$ cat src/rtl/core/regex_followpos_builder_top_macros.svh
// ----------------------------------------------------------------------------
// Assertion macros for the followpos builder
// Shared check forms, clocked on clk and held off while arst_n is low.
// ----------------------------------------------------------------------------
`ifndef REGEX_FOLLOWPOS_BUILDER_TOP_MACROS_SVH
`define REGEX_FOLLOWPOS_BUILDER_TOP_MACROS_SVH

// condition holds on every edge
`define RFB_ASSERT(lbl, cond, msg) \
	lbl: assert property (@(posedge clk) disable iff (!arst_n) (cond)) else $error(msg);

// same-cycle implication
`define RFB_ASSERT_IMP(lbl, pre, post, msg) \
	lbl: assert property (@(posedge clk) disable iff (!arst_n) (pre) |-> (post)) else $error(msg);

// next-cycle implication
`define RFB_ASSERT_NXT(lbl, pre, post, msg) \
	lbl: assert property (@(posedge clk) disable iff (!arst_n) (pre) |=> (post)) else $error(msg);

`endif

$ cat src/rtl/core/rfb_ram.sv
// ----------------------------------------------------------------------------
// Generic RAM
// One write port, one read port, registered read data.
// ----------------------------------------------------------------------------
module rfb_ram #(
	parameter int Width = 8,
	parameter int Depth = 16
) (
	input  logic                     clk,
	input  logic                     we,
	input  logic [$clog2(Depth)-1:0] waddr,
	input  logic [Width-1:0]         wdata,
	input  logic [$clog2(Depth)-1:0] raddr,
	output logic [Width-1:0]         rdata
);

	logic [Width-1:0] mem_q [Depth];

	always_ff @(posedge clk) begin
		if (we) begin
			mem_q[waddr] <= wdata;
		end
		rdata <= mem_q[raddr];
	end

endmodule
$ cat config.mk
export PLATFORM = sky130hd
export DESIGN_NAME = rfb_ram
export DESIGN_NICKNAME = d
export VERILOG_FILES = /design/src/rtl/core/regex_followpos_builder_top_macros.svh /design/src/rtl/core/rfb_ram.sv
export SDC_FILE = /design/constraint.sdc
export NUM_CORES = 1
export LEC_CHECK = 0
export BUFFER_PORTS_ARGS = -buffer_cell sky130_fd_sc_hd__buf_2
export CAP_MARGIN = 10
export CORE_UTILIZATION = 40
export DETAILED_ROUTE_END_ITERATION = 7
export SETUP_SLACK_MARGIN = 0.15
export SLEW_MARGIN = 10
export SYNTH_ARGS = -nofsm -noshare
export SYNTH_HDL_FRONTEND = slang
export SYNTH_SLANG_ARGS = --single-unit
$ cat constraint.sdc
create_clock -name clk -period 2.5 [get_ports clk]
set_input_delay 0.5 -clock clk [delete_from_list [all_inputs] [get_ports clk]]
set_output_delay 0.5 -clock clk [all_outputs]
set_load 0.02 [all_outputs]
# After elaboration in Yosys (flattened, before gate mapping)
# Memory sizes are Yosys's and may differ from the RTL's. A register that Yosys moved wholly into a read port is not among the register bits.
# Index checks and enable logic that the tools add are counted.
# classes
n_mux	2
# op_table
op	count
two-way mux 1 bit	2
# totals
memories	1
in_bits	18
output_inout_bits	8
register_bits	0
ramBits	128
# mem_list
name	depth	width	rd	rd_ports_with_merged_regs	write_ports	line	source
mem_q	16	8	1	1	1	rfb_ram.sv:17	logic [Width-1:0] mem_q [Depth];

# Depth between registers and ports, before layout
# Gate-level depths: netlist of run 1.
# depth
word_depth	2
depth_mapped	5
depth_no_buf	3

# Least setup slack after synthesis of run 1
# Ideal clock, no wire load.
# synth_path
kind	input to register
start	input waddr[2]
end	memory mem_q[0][0] (enable)
path_slack_ns	0.507
arrival_ns	1.610
cell_stages	2
required_ns	2.117
n_path_buf	0
cell_sequence	or3b_2 nor3_1
# synth_rtl
element	line	source
start: declaration	rfb_ram.sv:11	input logic [$clog2(Depth)-1:0] waddr,
end: declaration	rfb_ram.sv:17	
# Straight into the memory's write port.

==> results of run 1 <==
## worst register-to-register path: cells and delay by family (launching register included)
| family | cells | cell delay [ns] |
|---|---|---|
| muxes | 1 | 0.50 |
| DFF | 1 | 0.36 |
| AOI/OAI and AO/OA | 1 | 0.27 |
| and+or+nand+nor | 1 | 0.11 |
## layer usage
| metal | vias to the layer above | global-route usage |
|---|---|---|
| met4 | 0 | 0.0857 |
| met2 | 63 | 0.247 |
| met5 | - | 0 |
| met3 | 16 | 0.0424 |
| met1 | 1273 | 0.213 |
| li1 | 1077 | - |
## cell type report
| type | instances | area share |
|---|---|---|
| multi-input cells | 83 | 0.172 |
| flip-flops and latches | 136 | 0.652 |
| repair buffers | 44 | 0.0477 |
| clock buffers | 21 | 0.0717 |
| well taps | 172 | 0.0351 |
| clock inverters | 11 | 0.0212 |
## report_power, final
group / leakage, nW / switching [W] / total, W / internal, W
sequential: 1.22 / 0.0000155 / 0.00257 / 0.00255
clock: 0.281 / 0.000856 / 0.00241 / 0.00155
combinational: 0.581 / 0.000143 / 0.000246 / 0.000103
## path summary, 6_finish.rpt
kind	endpoint	cells after the start	from	slack, ns
setup / recovery	rdata[0]$_DFF_P_	5	raddr[0]	0.96
hold / removal	mem_q[0][7]$_DFFE_PP_	1	wdata[7]	0.48
setup reg to reg	rdata[0]$_DFF_P_	3	mem_q[2][0]$_DFFE_PP_	1.14
hold reg to reg	rdata[3]$_DFF_P_	3	mem_q[15][3]$_DFFE_PP_	0.68
## sequential cells by signal (all words and copies together) (netlist names)
signal / cells
mem_q: 128
rdata: 8
## cell families (layout without fill, tap and decap cells)
kind of cell           Yosys count  after routing
and+or+nand+nor                 35             35
DFF                            136            136
buffers and inverters           10             76
muxes                           32             32
AOI/OAI and AO/OA               16             16
## stage by stage
| stage | cells | setup WS [ns] | hold WS [ns] |
|---|---|---|---|
| after floorplan | 229 | 0.507 | 0.599 |
| after global placement | 435 | 0.522 | 0.657 |
| after detailed placement | 435 | 0.534 | 0.672 |
| after CTS | 467 | 0.955 | 0.466 |
| after global routing | 467 | 0.879 | 0.476 |
| final | 467 | 0.959 | 0.477 |
## synthesized netlist by cell type
master | number | area (um2)
nor2_1 | 13 | 48.8
and2b_1 | 1 | 7.51
nand3b_1 | 2 | 15.0
buf_4 | 1 | 7.51
nor3_1 | 4 | 20.0
dfxtp_1 | 8 | 160
mux4_2 | 18 | 405
mux4_1 | 14 | 368
edfxtp_1 | 128 | 3840
and2_1 | 1 | 6.26
buf_6 | 3 | 33.8
nand3_1 | 1 | 5.00
nor2b_1 | 1 | 6.26
a22oi_1 | 16 | 120
buf_2 | 3 | 15.0
nand2b_1 | 2 | 12.5
or3b_2 | 1 | 8.76
clkdlybuf4s25_2 | 3 | 30.0
nand2_1 | 9 | 33.8
==> flow_summary.toml, run 1 <==
[finish]
syn_to_final_growth_pct = 19.3
multi_input_area_um2 = 1060
drive_gt1_frac = 0.298
final_nets = 300
n_antenna_cell = 0
postLayoutCellArea_um2 = 6140
regArea_um2 = 4000
nFillCells = 1005
final_cell_mix = "edfxtp_1 (128), buf_2 (25), mux4_2 (18)"
final_common_cell = "edfxtp_1"
final_util = 0.489

[clock_network]
clockBufferDepth = 2
post-cts-setup-buffer-count = 0
clock_latency_ns = 0.41
htreeDepth = 4
post_cts_resized = 0
clk_pin_slew_ns = 0.06
clkSinkCount = 136
cts_inserted_buffers = 17
tritoncts = "built"
cts-hold-fix-buffers = 0
clockRootBuffer = "clkbuf_16"

[synthesis]
yosys_warnings = 0
syn_inst = 229
synthMuxAreaShare = 0.150
syn_nets = 247
synth_xor_area_frac = 0
synthesis.area_um2 = 5150
synthAdderAreaFrac = 0
synthSimpleGateAreaFrac = 0.0318
synthDistinctLibCells = 19
synth_compound_area_frac = 0.0233
syn_area_per_cell_um2 = 22.5
ys_seq_elements = 136
yosysSeqAreaShare = 0.778
synth_top_family_by_area = "multiplexers"

[route]
drc = 0
wl_met2_mm = 4.72
ant_nets = 0
wirelength_mm = 9.49
top_layer_used = "met4"
drt-met1-wl_mm = 4.15
firstDrtPassIters = 4
vias = 2429
viasPerCell = 5.20
routed-wl-met3_um = 445
wl_per_cell_um = 20.3
first_iter_violations = 254

[global_routing]
grt.overflow.total = 0
grt_pass1_vias = 2432
antenna_found_initial = 0
grt_pass1_wl_mm = 14.7
grt_usage = 0.161
grt_max_degree = 33

[floorplanning]
fp.dieH_um = 115
dieArea_um2 = 13300
io_pins = 26
row_count = 41
coreArea_um2 = 12600
initial_utilization = 0.410
dieWidth_um = 115

[worst_setup_path]
crit_arrival_ns = 1.83
start_kind = "primary input"
cp.buffers_inverters = 2
crit_slowest_cell = "mux4_1"
critPathCaptureType = "register"
critical-path-top-delay-family = "multiplexers"
cp.required_ns = 2.79
slowest_delay_ns = 0.59
path_max_fanout = 32
crit_chain = "buf_2, buf_12, mux4_1, a22oi_1, nand2_1"
crit_type = "in -> reg"

[placement]
io_buffer_count = 25
hpwlAfterDp_mm = 6.18
place_area_um2 = 5570
place.gp.congestion = 0.739

[timing]
setup_tns_ns = 0
slew_violations = 0
setup_viol = 0
finClkSkew_ns = 0.00583
slew_headroom = 0.561
fin_crit_sh = 0.616
rsz0062_at_grt = "no"
tightest_slew_ns = 0.658
hold_viol_final = 0
min_period_ns = 1.54
max_freq_ghz = 0.649

[worst_hold_path]
hold_path.class = "in -> reg"

[pwr]
power_density_nw_per_um2 = 850
finalPower_w = 0.00522
leakage_nw = 2.09
ir_drop_mv = 0.473

[flow_run]
maxCapViolCount = 0

[outcome]
outcome = "complete, no violations"
(Power assumes the default switching activity.)
==> run 2: changes to the inputs <==
- clock period: 2.5 -> 1.3 ns (I/O delays scaled with it)
==> run 2 against run 1 <==
Compared with the run above: sequential power increased by 92%; first-iteration DRC count decreased by 19%; register-to-register slack got worse by 1.1 ns; utilization increased by 3.6 points; worst hold slack got worse by 0.24 ns; routed wire length increased by 13%; final area increased by 7.3%; critical path depth decreased by 2; sequential share of layout area decreased by 4.4 points; total power increased by 100%; clock skew increased by 0.0084 ns; via count increased by 2.6%; largest power group is now clock.
==> flow_summary.toml, run 2 (same netlist as run 1, synthesis figures left out) <==
[finish]
final_cell_mix = "edfxtp_1 (128), mux4_2 (32), buf_4 (20)"
largest_register = "mem_q"
largest_reg_flops = 128
nFillCells = 970
regArea_um2 = 4010
final_nets = 315
final_common_cell = "edfxtp_1"
syn_to_final_growth_pct = 28.0
multi_input_area_um2 = 1120
postLayoutCellArea_um2 = 6590
drive_gt1_frac = 0.471
reg_top3 = "mem_q: 128 flops, rdata: 8 flops"

[route]
ant_nets = 0
wirelength_mm = 10.7
drc = 0
firstDrtPassIters = 5
wl_per_cell_um = 22.2
viasPerCell = 5.16
vias = 2493
first_iter_violations = 205

[floorplanning]
fp.dieH_um = 115
io_pins = 26
row_count = 41
dieArea_um2 = 13300
initial_utilization = 0.410
coreArea_um2 = 12600
dieWidth_um = 115

[pwr]
leakage_nw = 2.18
finalPower_w = 0.0105
power_switching_share = 0.197
ir_drop_mv = 1.11
comb_power_share = 0.059
clkPwrFrac = 0.472
power.net_switching_w = 0.00207
p_int_w = 0.00845
seq_power_share = 0.469
power_density_nw_per_um2 = 1600

[clock_network]
clkSinkCount = 136
cts_inserted_buffers = 17
htreeDepth = 4
clockBufferDepth = 2
clockRootBuffer = "clkbuf_16"
clock_latency_ns = 0.41
clk_pin_slew_ns = 0.06
cts-hold-fix-buffers = 0
post-cts-setup-buffer-count = 0
tritoncts = "built"

[timing]
hold_viol_final = 0
min_period_ns = 1.28
max_freq_ghz = 0.781
setup_viol = 0
rsz0062_at_grt = "yes"
slew_violations = 0
finClkSkew_ns = 0.0142
fin_crit_sh = 0.985
setup_tns_ns = 0
tightest_slew_ns = 1.07
slew_headroom = 0.281

[worst_setup_path]
cp.required_ns = 1.57
start_kind = "register"
crit_arrival_ns = 1.55
path_max_fanout = 1
crit_type = "reg -> reg"
rrSetupSlack_ns = 0.02
critPathCaptureType = "register"

[worst_hold_path]
hold_path.class = "in -> reg"

[global_routing]
antenna_found_initial = 2
grt_max_degree = 18
grt_pass1_wl_mm = 16.1
grt_pass1_vias = 2648
grt.overflow.total = 0
grt_usage = 0.178

[placement]
place.gp.congestion = 0.743
io_buffer_count = 25
hpwlAfterDp_mm = 6.82
place_area_um2 = 5890

[flow_run]
maxCapViolCount = 0

[outcome]
outcome = "complete, no violations"
run 2: what timing repair did:
item,4_1_cts,5_1_grt
resized for setup,14,10
pin swaps,6,2
setup endpoints to repair,11,14
run 2: stage by stage:
step,hold WS [ns],instances,utilization,setup slack [ns]
after floorplan,0.359,229,-,-0.0630
after global placement,0.637,450,0.468,-0.382
after detailed placement,0.655,450,0.468,-0.383
after CTS,0.222,482,0.522,0.0236
after global routing,0.228,482,0.524,-0.0275
final,0.235,483,0.524,0.0189
run 2: metal layers:
layer	wire, um	GRT usage	vias up
met5	15	0	-
met4	35	0.0494	2
met3	624	0.0481	4
met2	5470	0.288	76
met1	4570	0.240	1313
li1	-	-	1098
run 2: worst paths after layout:
check / depth (start not counted) / to / startpoint
hold / removal: 1 / mem_q[14][1]$_DFFE_PP_ / wdata[1]
setup reg to reg: 3 / rdata[4]$_DFF_P_ / mem_q[11][4]$_DFFE_PP_
setup / recovery: 3 / rdata[4]$_DFF_P_ / mem_q[11][4]$_DFFE_PP_
hold reg to reg: 3 / rdata[2]$_DFF_P_ / mem_q[11][2]$_DFFE_PP_
run 2: power by group through the flow:
stage	Combinational, W	Clock (W)	Sequential (W)
finish	0.000622	0.00497	0.00494
global route	0.000665	0.00520	0.00495
CTS	0.000612	0.00503	0.00494
detailed placement	0.000585	0	0.00503
global placement	0.000574	0	0.00502
floorplan	0.000284	0	0.00505
run 2: cell type report:
class,count,share of cell area
diodes,1,0.000380
clock buffers,20,0.0678
clock inverters,12,0.0268
multi-input cells,83,0.171
flip-flops and latches,136,0.608
well taps,172,0.0327
repair buffers,59,0.0936
run 2: critical path, stage by stage, from the launching register on:
cell and delay [ns]:
edfxtp_1 0.37, mux4_2 0.50, a22oi_2 0.19, nand2_1 0.09
==> run 3: changes to the inputs <==
- CORE_ASPECT_RATIO: unset -> 2
- CORE_UTILIZATION: 40 -> 50
- PLACE_DENSITY: unset -> 0.7
==> run 3 against run 2 <==
Compared with the run above: worst hold slack got worse by 0.0044 ns; fmax up 0.47%; critical path depth unchanged; setup slack gained 0.0060 ns; global-route usage up 3.3 points; die area decreased by 19%; sequential power hardly changed; utilization up 13 points; critical path type unchanged; largest cell class unchanged; final area is 0.42% lower; total power rose by 0.13%; clock power about the same; clock skew fell by 0.010 ns; largest power group unchanged.
==> flow_summary.toml, run 3 (same netlist as run 1, synthesis figures left out) <==
[outcome]
outcome = "complete, no violations"

[global_routing]
busiest_layer = "met2"
grtUsageMet2 = 0.361
grt_max_degree = 26
antenna_found_initial = 0
use_met3 = 0.0540
grt_usage = 0.211
grt.overflow.total = 0
grt_pass1_wl_mm = 15.1
grt_pass1_vias = 2727
grt.met1_usage = 0.228

[floorplanning]
row_count = 52
coreArea_um2 = 10100
io_pins = 26
fp.dieH_um = 145
initial_utilization = 0.510
dieWidth_um = 73.7
dieArea_um2 = 10700

[finish]
final_util = 0.651
nFillCells = 648
reg_top3 = "mem_q: 128 flops, rdata: 8 flops"
n_antenna_cell = 0
final_cell_mix = "edfxtp_1 (128), mux4_2 (32), buf_4 (24)"
postLayoutCellArea_um2 = 6560
largest_register = "mem_q"
syn_to_final_growth_pct = 27.5
stdcell_count = 448
drive_gt1_frac = 0.486
largest_reg_flops = 128
final_nets = 318
final_common_cell = "edfxtp_1"

[route]
drc = 0
wl_per_cell_um = 21.7
ant_nets = 0
viasPerCell = 5.59
first_iter_violations = 216
firstDrtPassIters = 4
vias = 2503
wirelength_mm = 9.71

[timing]
slew_headroom = 0.397
fin_crit_sh = 0.981
tightest_slew_ns = 0.902
setup_viol = 0
min_period_ns = 1.28
rsz0062_at_grt = "yes"
slew_violations = 0
max_freq_ghz = 0.784
finClkSkew_ns = 0.00422
hold_viol_final = 0
fin_ws_ns = 0.0249

[clock_network]
post-cts-setup-buffer-count = 0
clkSinkCount = 136
clockBufferDepth = 2
htreeDepth = 4
tritoncts = "built"
cts_inserted_buffers = 17
clockRootBuffer = "clkbuf_16"
cts-hold-fix-buffers = 0
clk_pin_slew_ns = 0.06
clock_latency_ns = 0.41

[worst_setup_path]
cp.buffers_inverters = 0
crit_slowest_cell = "mux4_2"
critPathCaptureType = "register"
start_kind = "register"
crit_type = "reg -> reg"
path_max_fanout = 1
slowest_delay_ns = 0.48
critical-path-top-delay-family = "multiplexers"
crit_chain = "mux4_2, a22oi_2, nand2_1"
crit_arrival_ns = 1.56
cp.required_ns = 1.59

[pwr]
comb_power_share = 0.059
power.net_switching_w = 0.00213
ir_drop_mv = 1.22
clkPwrFrac = 0.473
power_switching_share = 0.202
power_density_nw_per_um2 = 1610
leakage_nw = 2.20
seq_power_share = 0.468
p_int_w = 0.00841

[flow_run]
maxCapViolCount = 0

[worst_hold_path]
hold_path.class = "in -> reg"

[placement]
place_area_um2 = 5850
hpwlAfterDp_mm = 6.82
io_buffer_count = 25
pre_cts_ws_ns = -0.363
place.gp.congestion = 0.736
dp_cells = 416
-- run 3: per-stage QoR --
step / hold WS (ns) / power (W) / TNS, ns
floorplan: 0.359 / 0.00534 / -1.38
global placement: 0.635 / 0.00559 / -15.01
detailed placement: 0.655 / 0.00561 / -16.02
CTS: 0.218 / 0.0106 / 0
global route: 0.230 / 0.0109 / 0
finish: 0.231 / 0.0105 / 0
-- run 3: final cells by class --
class                      instances  area [um2]  area share
sequential                       136        4010       0.611
multi-input combinational         83        1130       0.172
timing repair buffer              62         627      0.0955
clock buffer                      17         425      0.0648
clock inverter                    15         203      0.0309
tap                              135         169      0.0257
-- run 3: power groups by stage --
| stage | sequential (W) | clock, W | combinational [W] |
|---|---|---|---|
| 2_1_floorplan | 0.00505 | 0 | 0.000284 |
| 4_1_cts | 0.00494 | 0.00505 | 0.000605 |
| 6_report | 0.00494 | 0.00498 | 0.000619 |
| 5_1_grt | 0.00495 | 0.00525 | 0.000664 |
| 3_5_place_dp | 0.00502 | 0 | 0.000584 |
| 3_3_place_gp | 0.00502 | 0 | 0.000569 |
-- run 3: final timing paths --
check	start	to	slack [ns]	cells past startpoint
hold / removal	wdata[3]	mem_q[5][3]$_DFFE_PP_	0.23	1
hold reg to reg	mem_q[15][3]$_DFFE_PP_	rdata[3]$_DFF_P_	0.66	3
setup reg to reg	mem_q[3][4]$_DFFE_PP_	rdata[4]$_DFF_P_	0.02	3
setup / recovery	mem_q[3][4]$_DFFE_PP_	rdata[4]$_DFF_P_	0.02	3
-- run 3: what timing repair did --
action,in CTS,in global routing
pin swaps,1,4
setup endpoints to repair,12,13
resized for setup,13,13
-- run 3: metal layers --
metal  wire length, um  up-vias
li1                  -     1110
met1              3350     1268
met2              5610       89
met3               374       36
met4               386        0
met5                 0        -
